`config.mk`:
```
export PLATFORM = sky130hd
export DESIGN_NAME = wildcard_dns_responder
export DESIGN_NICKNAME = d
export VERILOG_FILES = /design/src/rtl/wdr_pkg.sv /design/src/rtl/wdr_parse.sv /design/src/rtl/wdr_out.sv /design/src/rtl/wildcard_dns_responder.sv
export SDC_FILE = /design/constraint.sdc
export NUM_CORES = 1
export LEC_CHECK = 0
export ABC_CLOCK_PERIOD_IN_PS = 4000
export BUFFER_PORTS_ARGS = -buffer_cell sky130_fd_sc_hd__buf_2
export CORE_MARGIN = 3
export CORE_UTILIZATION = 49
export DETAILED_ROUTE_END_ITERATION = 12
export PLACE_DENSITY = 0.73
export SYNTH_ARGS = -nofsm -noshare
export SYNTH_HDL_FRONTEND = slang
export SYNTH_HIERARCHICAL = 1
export SYNTH_SLANG_ARGS = --single-unit
```
`constraint.sdc`:
```
create_clock -name clk_i -period 4 [get_ports clk_i]
set_input_delay 0.4 -clock clk_i [delete_from_list [all_inputs] [get_ports clk_i]]
set_output_delay 0.4 -clock clk_i [all_outputs]
set_load 0.01 [all_outputs]
```
`src/rtl/wdr_pkg.sv`:
```
// ----------------------------------------------------------------------------
// wdr_pkg
// Shared types, constants and the answer tail table for the wildcard DNS
// responder.
// ----------------------------------------------------------------------------
package wdr_pkg;

  localparam int unsigned MaxPacket = 512;
  localparam int unsigned HeaderLen = 12;
  localparam int unsigned AnswerLen = 16;
  localparam int unsigned QTailLen  = 4;   // qtype + qclass
  localparam int unsigned PosW      = $clog2(MaxPacket + 1);
  localparam int unsigned AnsIdxW   = $clog2(AnswerLen);

  typedef logic [PosW-1:0]    wdr_pos_t;
  typedef logic [PosW:0]      wdr_sum_t;
  typedef logic [AnsIdxW-1:0] wdr_ans_idx_t;

  localparam logic [7:0] FlagsHi    = 8'h81;
  localparam logic [7:0] FlagsLo    = 8'h80;
  localparam logic [7:0] NamePtrHi  = 8'hC0;
  localparam logic [7:0] NamePtrLo  = 8'h0C;
  localparam logic [7:0] TtlLo      = 8'h3C;
  localparam logic [7:0] RdLenLo    = 8'h04;
  localparam logic [7:0] OneByte    = 8'h01;
  localparam logic [7:0] ZeroByte   = 8'h00;

  typedef struct packed {
    logic [7:0] query_byte;
    logic       query_end;
  } wdr_query_t;

  typedef struct packed {
    logic [7:0] reply_byte;
    logic       reply_end;
    logic       send_reply;
  } wdr_reply_t;

  // Result of parsing one accepted byte
  typedef struct packed {
    logic       echo;
    logic [7:0] echo_byte;
    logic       last;
    logic       ok;
  } wdr_step_t;

  // Status of the output side
  typedef struct packed {
    logic tail_active;
    logic skid_valid;
  } wdr_stat_t;

  // Byte of the fixed A answer at a given offset
  function automatic logic [7:0] tail_byte(input wdr_ans_idx_t idx,
                                           input logic [31:0] addr);
    logic [7:0] r;
    r = ZeroByte;
    case (idx)
      wdr_ans_idx_t'(0):  r = NamePtrHi;
      wdr_ans_idx_t'(1):  r = NamePtrLo;
      wdr_ans_idx_t'(3):  r = OneByte;    // type A
      wdr_ans_idx_t'(5):  r = OneByte;    // class IN
      wdr_ans_idx_t'(9):  r = TtlLo;
      wdr_ans_idx_t'(11): r = RdLenLo;
      wdr_ans_idx_t'(12): r = addr[31:24];
      wdr_ans_idx_t'(13): r = addr[23:16];
      wdr_ans_idx_t'(14): r = addr[15:8];
      wdr_ans_idx_t'(15): r = addr[7:0];
      default:            r = ZeroByte;
    endcase
    return r;
  endfunction

endpackage

```
`src/rtl/wdr_parse.sv`:
```
// ----------------------------------------------------------------------------
// wdr_parse
// Per-byte query parser: header rewrite, qname label walk and the final
// accept/drop decision.
// ----------------------------------------------------------------------------
module wdr_parse (
  input  logic               clk_i,
  input  logic               rst_ni,
  input  logic               accept_i,
  input  wdr_pkg::wdr_query_t query_i,
  output wdr_pkg::wdr_step_t  step_o
);

  wdr_pkg::wdr_pos_t pos_q, pos_d;
  wdr_pkg::wdr_pos_t next_label_q, next_label_d;
  wdr_pkg::wdr_pos_t qend_q, qend_d;
  logic              done_q, done_d;
  logic              qnz_q, qnz_d;

  wdr_pkg::wdr_sum_t nx;
  wdr_pkg::wdr_sum_t qend_lim;
  logic [7:0]        b;
  logic              ok;

  assign b = query_i.query_byte;

  always_comb begin
    pos_d        = pos_q;
    next_label_d = next_label_q;
    qend_d       = qend_q;
    done_d       = done_q;
    qnz_d        = qnz_q;
    step_o       = '0;
    nx           = wdr_pkg::wdr_sum_t'(pos_q) + wdr_pkg::wdr_sum_t'(b) + 1'b1;

    if (pos_q < wdr_pkg::wdr_pos_t'(wdr_pkg::MaxPacket)) begin
      if (pos_q < wdr_pkg::wdr_pos_t'(wdr_pkg::HeaderLen)) begin
        step_o.echo = 1'b1;
        if (pos_q < wdr_pkg::wdr_pos_t'(2)) begin
          step_o.echo_byte = b;
        end else if (pos_q == wdr_pkg::wdr_pos_t'(2)) begin
          step_o.echo_byte = wdr_pkg::FlagsHi;
        end else if (pos_q == wdr_pkg::wdr_pos_t'(3)) begin
          step_o.echo_byte = wdr_pkg::FlagsLo;
        end else if (pos_q == wdr_pkg::wdr_pos_t'(5) || pos_q == wdr_pkg::wdr_pos_t'(7)) begin
          step_o.echo_byte = wdr_pkg::OneByte;
        end else begin
          step_o.echo_byte = wdr_pkg::ZeroByte;
        end
        if ((pos_q == wdr_pkg::wdr_pos_t'(4) || pos_q == wdr_pkg::wdr_pos_t'(5))
            && b != wdr_pkg::ZeroByte) begin
          qnz_d = 1'b1;
        end
      end else if (!done_q) begin
        step_o.echo      = 1'b1;
        step_o.echo_byte = b;
        if (pos_q == next_label_q) begin
          if (b == wdr_pkg::ZeroByte) begin
            done_d = 1'b1;
            qend_d = pos_q + wdr_pkg::wdr_pos_t'(1 + wdr_pkg::QTailLen);
          end else if (nx > wdr_pkg::wdr_sum_t'(wdr_pkg::MaxPacket)) begin
            // label runs past the limit: park the pointer there
            next_label_d = wdr_pkg::wdr_pos_t'(wdr_pkg::MaxPacket);
          end else begin
            next_label_d = nx[wdr_pkg::PosW-1:0];
          end
        end
      end else if (pos_q < qend_q) begin
        step_o.echo      = 1'b1;
        step_o.echo_byte = b;
      end
      pos_d = pos_q + 1'b1;
    end

    qend_lim = wdr_pkg::wdr_sum_t'(qend_d) + wdr_pkg::wdr_sum_t'(wdr_pkg::AnswerLen);
    ok = (pos_d >= wdr_pkg::wdr_pos_t'(wdr_pkg::HeaderLen)) && qnz_d && done_d
         && (qend_d <= pos_d)
         && (qend_lim <= wdr_pkg::wdr_sum_t'(wdr_pkg::MaxPacket));
    step_o.last = query_i.query_end;
    step_o.ok   = ok;

    // datagram over: start fresh
    if (query_i.query_end) begin
      pos_d        = '0;
      next_label_d = wdr_pkg::wdr_pos_t'(wdr_pkg::HeaderLen);
      qend_d       = '0;
      done_d       = 1'b0;
      qnz_d        = 1'b0;
    end
  end

  always_ff @(posedge clk_i or negedge rst_ni) begin
    if (!rst_ni) begin
      pos_q        <= '0;
      next_label_q <= wdr_pkg::wdr_pos_t'(wdr_pkg::HeaderLen);
      qend_q       <= '0;
      done_q       <= 1'b0;
      qnz_q        <= 1'b0;
    end else if (accept_i) begin
      pos_q        <= pos_d;
      next_label_q <= next_label_d;
      qend_q       <= qend_d;
      done_q       <= done_d;
      qnz_q        <= qnz_d;
    end
  end

endmodule

```
`src/rtl/wdr_out.sv`:
```
// ----------------------------------------------------------------------------
// wdr_out
// Output register with skid stage and the answer tail sequencer.
// ----------------------------------------------------------------------------
module wdr_out (
  input  logic               clk_i,
  input  logic               rst_ni,
  input  logic               accept_i,
  input  wdr_pkg::wdr_step_t  step_i,
  input  logic [31:0]        addr_i,
  output logic               valid_o,
  input  logic               stall_i,
  output wdr_pkg::wdr_reply_t reply_o,
  output wdr_pkg::wdr_stat_t  stat_o
);

  wdr_pkg::wdr_reply_t out_q, out_d, skid_q, skid_d, echo_item;
  logic                outv_q, outv_d, skidv_q, skidv_d;
  logic                tail_q, tail_d, ok_q, ok_d;
  wdr_pkg::wdr_ans_idx_t idx_q, idx_d;
  logic                out_free, idx_last;

  assign out_free = !outv_q || !stall_i;
  assign idx_last = (idx_q == wdr_pkg::wdr_ans_idx_t'(wdr_pkg::AnswerLen - 1));

  always_comb begin
    echo_item            = '0;
    echo_item.reply_byte = step_i.echo_byte;
  end

  always_comb begin
    out_d   = out_q;
    outv_d  = outv_q;
    skid_d  = skid_q;
    skidv_d = skidv_q;
    tail_d  = tail_q;
    ok_d    = ok_q;
    idx_d   = idx_q;

    if (out_free) begin
      outv_d = 1'b0;
    end

    if (skidv_q) begin
      if (out_free) begin
        out_d   = skid_q;
        outv_d  = 1'b1;
        skidv_d = 1'b0;
      end
    end else if (accept_i && step_i.echo) begin
      if (out_free) begin
        out_d  = echo_item;
        outv_d = 1'b1;
      end else begin
        skid_d  = echo_item;
        skidv_d = 1'b1;
      end
    end else if (tail_q && out_free) begin
      outv_d = 1'b1;
      if (ok_q) begin
        out_d.reply_byte = wdr_pkg::tail_byte(idx_q, addr_i);
        out_d.reply_end  = idx_last;
        out_d.send_reply = idx_last;
        idx_d            = idx_q + 1'b1;
        tail_d           = !idx_last;
      end else begin
        // drop item
        out_d.reply_byte = wdr_pkg::ZeroByte;
        out_d.reply_end  = 1'b1;
        out_d.send_reply = 1'b0;
        tail_d           = 1'b0;
      end
    end

    if (accept_i && step_i.last) begin
      tail_d = 1'b1;
      ok_d   = step_i.ok;
      idx_d  = '0;
    end
  end

  always_ff @(posedge clk_i or negedge rst_ni) begin
    if (!rst_ni) begin
      outv_q  <= 1'b0;
      skidv_q <= 1'b0;
      tail_q  <= 1'b0;
      ok_q    <= 1'b0;
      idx_q   <= '0;
    end else begin
      outv_q  <= outv_d;
      skidv_q <= skidv_d;
      tail_q  <= tail_d;
      ok_q    <= ok_d;
      idx_q   <= idx_d;
    end
  end

  always_ff @(posedge clk_i) begin
    out_q  <= out_d;
    skid_q <= skid_d;
  end

  assign valid_o            = outv_q;
  assign reply_o            = out_q;
  assign stat_o.tail_active = tail_q;
  assign stat_o.skid_valid  = skidv_q;

endmodule

```
`src/rtl/wildcard_dns_responder.sv`:
```
// ----------------------------------------------------------------------------
// wildcard_dns_responder
// Streams a DNS query in and a wildcard A-record reply out, byte by byte.
// ----------------------------------------------------------------------------
// Query bytes are taken one per cycle while the input is not stalled, and each
// header or question byte is echoed through a registered output, or through a
// one-entry skid stage while the consumer stalls, so a stalled consumer costs
// no input bytes until the skid fills. On the final byte the input stalls
// while the output sequencer emits the 16-byte answer or a single drop item.
// The answer address register is written through cfg_we_i and should
// only change between datagrams.
module wildcard_dns_responder (
  input  logic                clk_i,
  input  logic                rst_ni,
  input  logic                query_valid_i,
  output logic                query_stall_o,
  input  wdr_pkg::wdr_query_t query_i,
  output logic                reply_valid_o,
  input  logic                reply_stall_i,
  output wdr_pkg::wdr_reply_t reply_o,
  input  logic                cfg_we_i,
  input  logic [31:0]         cfg_wdata_i
);

  logic [31:0]        addr_q;
  logic               accept;
  wdr_pkg::wdr_step_t step;
  wdr_pkg::wdr_stat_t stat;

  // hold input while the skid is full or the answer tail is going out
  assign query_stall_o = stat.skid_valid || stat.tail_active;
  assign accept        = query_valid_i && !query_stall_o;

  always_ff @(posedge clk_i or negedge rst_ni) begin
    if (!rst_ni) begin
      addr_q <= '0;
    end else if (cfg_we_i) begin
      addr_q <= cfg_wdata_i;
    end
  end

  wdr_parse u_parse (
    .clk_i    (clk_i),
    .rst_ni   (rst_ni),
    .accept_i (accept),
    .query_i  (query_i),
    .step_o   (step)
  );

  wdr_out u_out (
    .clk_i    (clk_i),
    .rst_ni   (rst_ni),
    .accept_i (accept),
    .step_i   (step),
    .addr_i   (addr_q),
    .valid_o  (reply_valid_o),
    .stall_i  (reply_stall_i),
    .reply_o  (reply_o),
    .stat_o   (stat)
  );

  a_drop_is_zero: assert property (@(posedge clk_i) disable iff (!rst_ni)
    reply_valid_o && reply_o.reply_end && !reply_o.send_reply
      |-> reply_o.reply_byte == wdr_pkg::ZeroByte)
    else $error("drop item carries a nonzero byte");

  a_last_stalls: assert property (@(posedge clk_i) disable iff (!rst_ni)
    accept && query_i.query_end |=> query_stall_o)
    else $error("input not held after final byte");

  a_skid_needs_out: assert property (@(posedge clk_i) disable iff (!rst_ni)
    stat.skid_valid |-> reply_valid_o)
    else $error("skid holds an item with the output register empty");

  a_send_only_on_end: assert property (@(posedge clk_i) disable iff (!rst_ni)
    reply_valid_o && reply_o.send_reply |-> reply_o.reply_end)
    else $error("send flag on a non-final item");

endmodule
```
==> qor.csv <==
metric,value,unit
outcome,finished clean,
cts.clk_slew.worst_paths,0.07,ns
tns,0,ns
ys_seq_area_frac,0.378,
hold_ws,0.236,ns
placementRows,40,
grt_pass1_wl,25800,um
drt_iter0_drc,534,
period_minus_slack,3.40,ns
track_usage,0.226,
cts_tree,built,
place.gp.congestion,1.02,
worstSetupPathType,flip-flop to flip-flop,
coreArea,12200,um2
place_ws,0.434,ns
worstSkewPairLatency,0.36,ns
top_layer,met4,
pin_count,58,
slew_headroom,0.297,
finalClockSkew,0.00802,ns
syn_area,6200,um2
grt_pass1_vias,4992,
cts_made_buffers,9,
m1WireLength,7140,um
leakagePower,0.00299,uW
n_antenna_cell,0,
htree_num_levels,3,
postCtsSetupBuffers,0,
hp-class,input port to asynchronous set/reset pin,
peakVddDrop,281,uV
path_max_fanout,20,
rsz0062_at_grt,no,
pwr_density_cell,491,nW/um2
drt_first_pass_iters,5,
drive_gt1_frac,0.231,
fin_nets,728,
tightest_slew,1.05,ns
ys_async_sr_fraction,0.800,
total_power,3360,uW
wl_met2,7210,um
timing.final.ws_setup,0.605,ns
vias_per_cell,6.10,
num_vias,4986,
synthCells,601,
grt_overflow,0,
post-route-util,0.562,
ant_nets,0,
clkSinkCount,90,
timing_hold_violations_final,0,
numPortBuffers,57,
routedWlPerCell,19.2,um
critPathLaunchType,flip-flop,
critPathCaptureType,flip-flop,
synth.avg_cell_area,10.3,um2
syn_to_final_growth,10.4,%
ys.flop_type,dfrtp_1,
drcViolationCount,0,
grt_antenna_before_repair,0,
route.final.wire_length,15700,um
die_height,118,um
grt_max_degree,46,
min_period_over_period,0.849,
wl_met3,1090,um
synth_edf_count,18,
dieArea,14000,um2
cap_violations,0,
start_util,0.509,
arrival,3.63,ns
dp_hpwl,11500,um
clockBufferDepth,2,
synthDistinctLibCells,84,
cts-root-buf,clkbuf_16,
syn-num-nets,684,
worstPathRequired,4.23,ns
dieWidth,118,um
ctsResizeCount,0,
cts-hold-fix-buffers,0,
ys_seq_elements,90,
setup_viol,0,
slew_viol_final,0,
ys_warn_count,6,
fmax,295,MHz
==> path summary, 6_finish.rpt <==
kind	start	end	cells past startpoint	slack, ns
min in group clk_i	cfg_wdata_i[23]	addr_q[23]$_DFFE_PN0P_	2	0.27
worst max register to register	u_parse/pos_q[4]$_DFFE_PN0P_	u_out/ok_q$_DFFE_PN0P_	15	0.60
max in group asynchronous	rst_ni	addr_q[21]$_DFFE_PN0P_	3	2.71
worst max-delay path	u_parse/pos_q[4]$_DFFE_PN0P_	u_out/ok_q$_DFFE_PN0P_	15	0.60
worst min register to register	u_parse/next_label_q[9]$_DFFE_PN0P_	u_parse/next_label_q[9]$_DFFE_PN0P_	1	0.51
worst min-delay path	rst_ni	u_parse/next_label_q[1]$_DFFE_PN0P_	1	0.24
==> cells by family after synthesis <==
group	count (synthesis)	synth area share
XOR/XNOR	29	0.0422
AND/OR/NAND/NOR	150	0.133
flip-flops	90	0.378
multiplexers	37	0.0846
AO/OA/AOI/OAI	187	0.221
adder cells (fa/ha/maj)	37	0.0759
buffers and inverters	71	0.0648
==> per-layer routing <==
metal,vias to the layer above,global-route usage
li1,2336,-
met1,2441,0.316
met2,186,0.354
met3,23,0.0507
met4,0,0.0652
met5,-,0
==> cells in the mapped netlist (4+ instances only) <==
cell type	count	area (um2)
dfrtp_1	70	1750
ha_1	36	450
nand4_1	5	31.3
xor2_1	7	61.3
o31ai_1	4	30.0
mux2_4	30	450
o2bb2ai_1	9	78.8
xnor2_1	21	184
inv_1	32	120
nand3_1	15	75.1
o21ai_0	21	105
buf_2	6	30.0
o22ai_1	12	75.1
a31oi_1	4	25.0
nand2b_1	5	31.3
edfxtp_1	18	541
a211oi_1	4	30.0
buf_4	9	67.6
and4_1	5	43.8
nand2_1	43	161
mux2i_1	4	40.0
a22oi_1	10	75.1
nor3_1	10	50.1
nor2_1	24	90.1
and3_1	5	31.3
a222oi_1	4	40.0
a21oi_1	40	200
a22o_1	14	123
o21a_1	7	52.6
a21o_1	9	67.6
nor4_1	8	50.1
clkbuf_1	14	52.6
o21ai_1	10	50.1
buf_6	6	67.6
==> final cells by class <==
cell class                 count  area (um2)
timing repair buffer          72         398
clock buffer                  11         243
fill                        1036        5320
sequential                    90        2340
multi-input combinational    440        3450
clock inverter                 5        67.6
inverter                      32         120
tap                          168         210
==> stage by stage <==
step | std cells | area (um2)
6_report | 818 | 6840
5_1_grt | 818 | 6840
4_1_cts | 818 | 6840
3_5_place_dp | 802 | 6530
3_3_place_gp | 802 | 6530
2_1_floorplan | 601 | 6200
==> critical path: stages (launching register included) <==
cell and delay, ns:
dfrtp_1 0.73, xnor2_1 0.22, nand4_1 0.17, nor3_1 0.34, nand2_1 0.10, buf_4 0.21, nand2_1 0.08, o21ai_0 0.08
ha_1 0.32, and3_1 0.16, nand4_1 0.12, o21ai_0 0.17, a21o_1 0.10, o21ai_0 0.07, o211a_1 0.13, mux2_2 0.26
==> report_power, final <==
part | internal [uW] | leakage [uW] | total [uW] | switching [uW]
clock network | 513 | 0.000153 | 897 | 384
registers | 1130 | 0.00107 | 1290 | 159
logic | 503 | 0.00177 | 1170 | 665
total | 2150 | 0.00299 | 3360 | 1210
==> placed cells by master (no fill, tap or decap), types with 4 or more instances in the layout <==
cell type  instances
nor2_1            24
clkbuf_16          9
nand4_1            5
buf_4             15
and3_1             5
nand3_1           15
o21ai_0           21
nand2b_1           5
nor3_1            10
inv_1             32
o21a_1             7
a22o_1            14
o2bb2ai_1          9
buf_2             57
o21ai_1           10
a211oi_1           4
xor2_1             7
nand2_1           43
edfxtp_1          18
a21oi_1           40
a31oi_1            4
and4_1             5
nor4_1             8
mux2_4            30
a222oi_1           4
a21o_1             9
ha_1              36
a22oi_1           10
dfrtp_1           70
xnor2_1           21
o31ai_1            4
o22ai_1           12
mux2i_1            4
==> registers in the layout (all words and copies together), names as in the netlist, named ones only <==
| signal | flops |
|---|---|
| u_parse/pos_q | 10 |
| u_out/ok_q | 1 |
| u_out/idx_q | 4 |
| u_out/skidv_q | 1 |
| u_parse/next_label_q | 10 |
| u_parse/qnz_q | 1 |
| addr_q | 32 |
| u_parse/done_q | 1 |
| u_out/tail_q | 1 |
| u_out/reply_o | 10 |
| u_out/skid_q | 8 |
| u_parse/qend_q | 10 |
(Power assumes the default switching activity.)
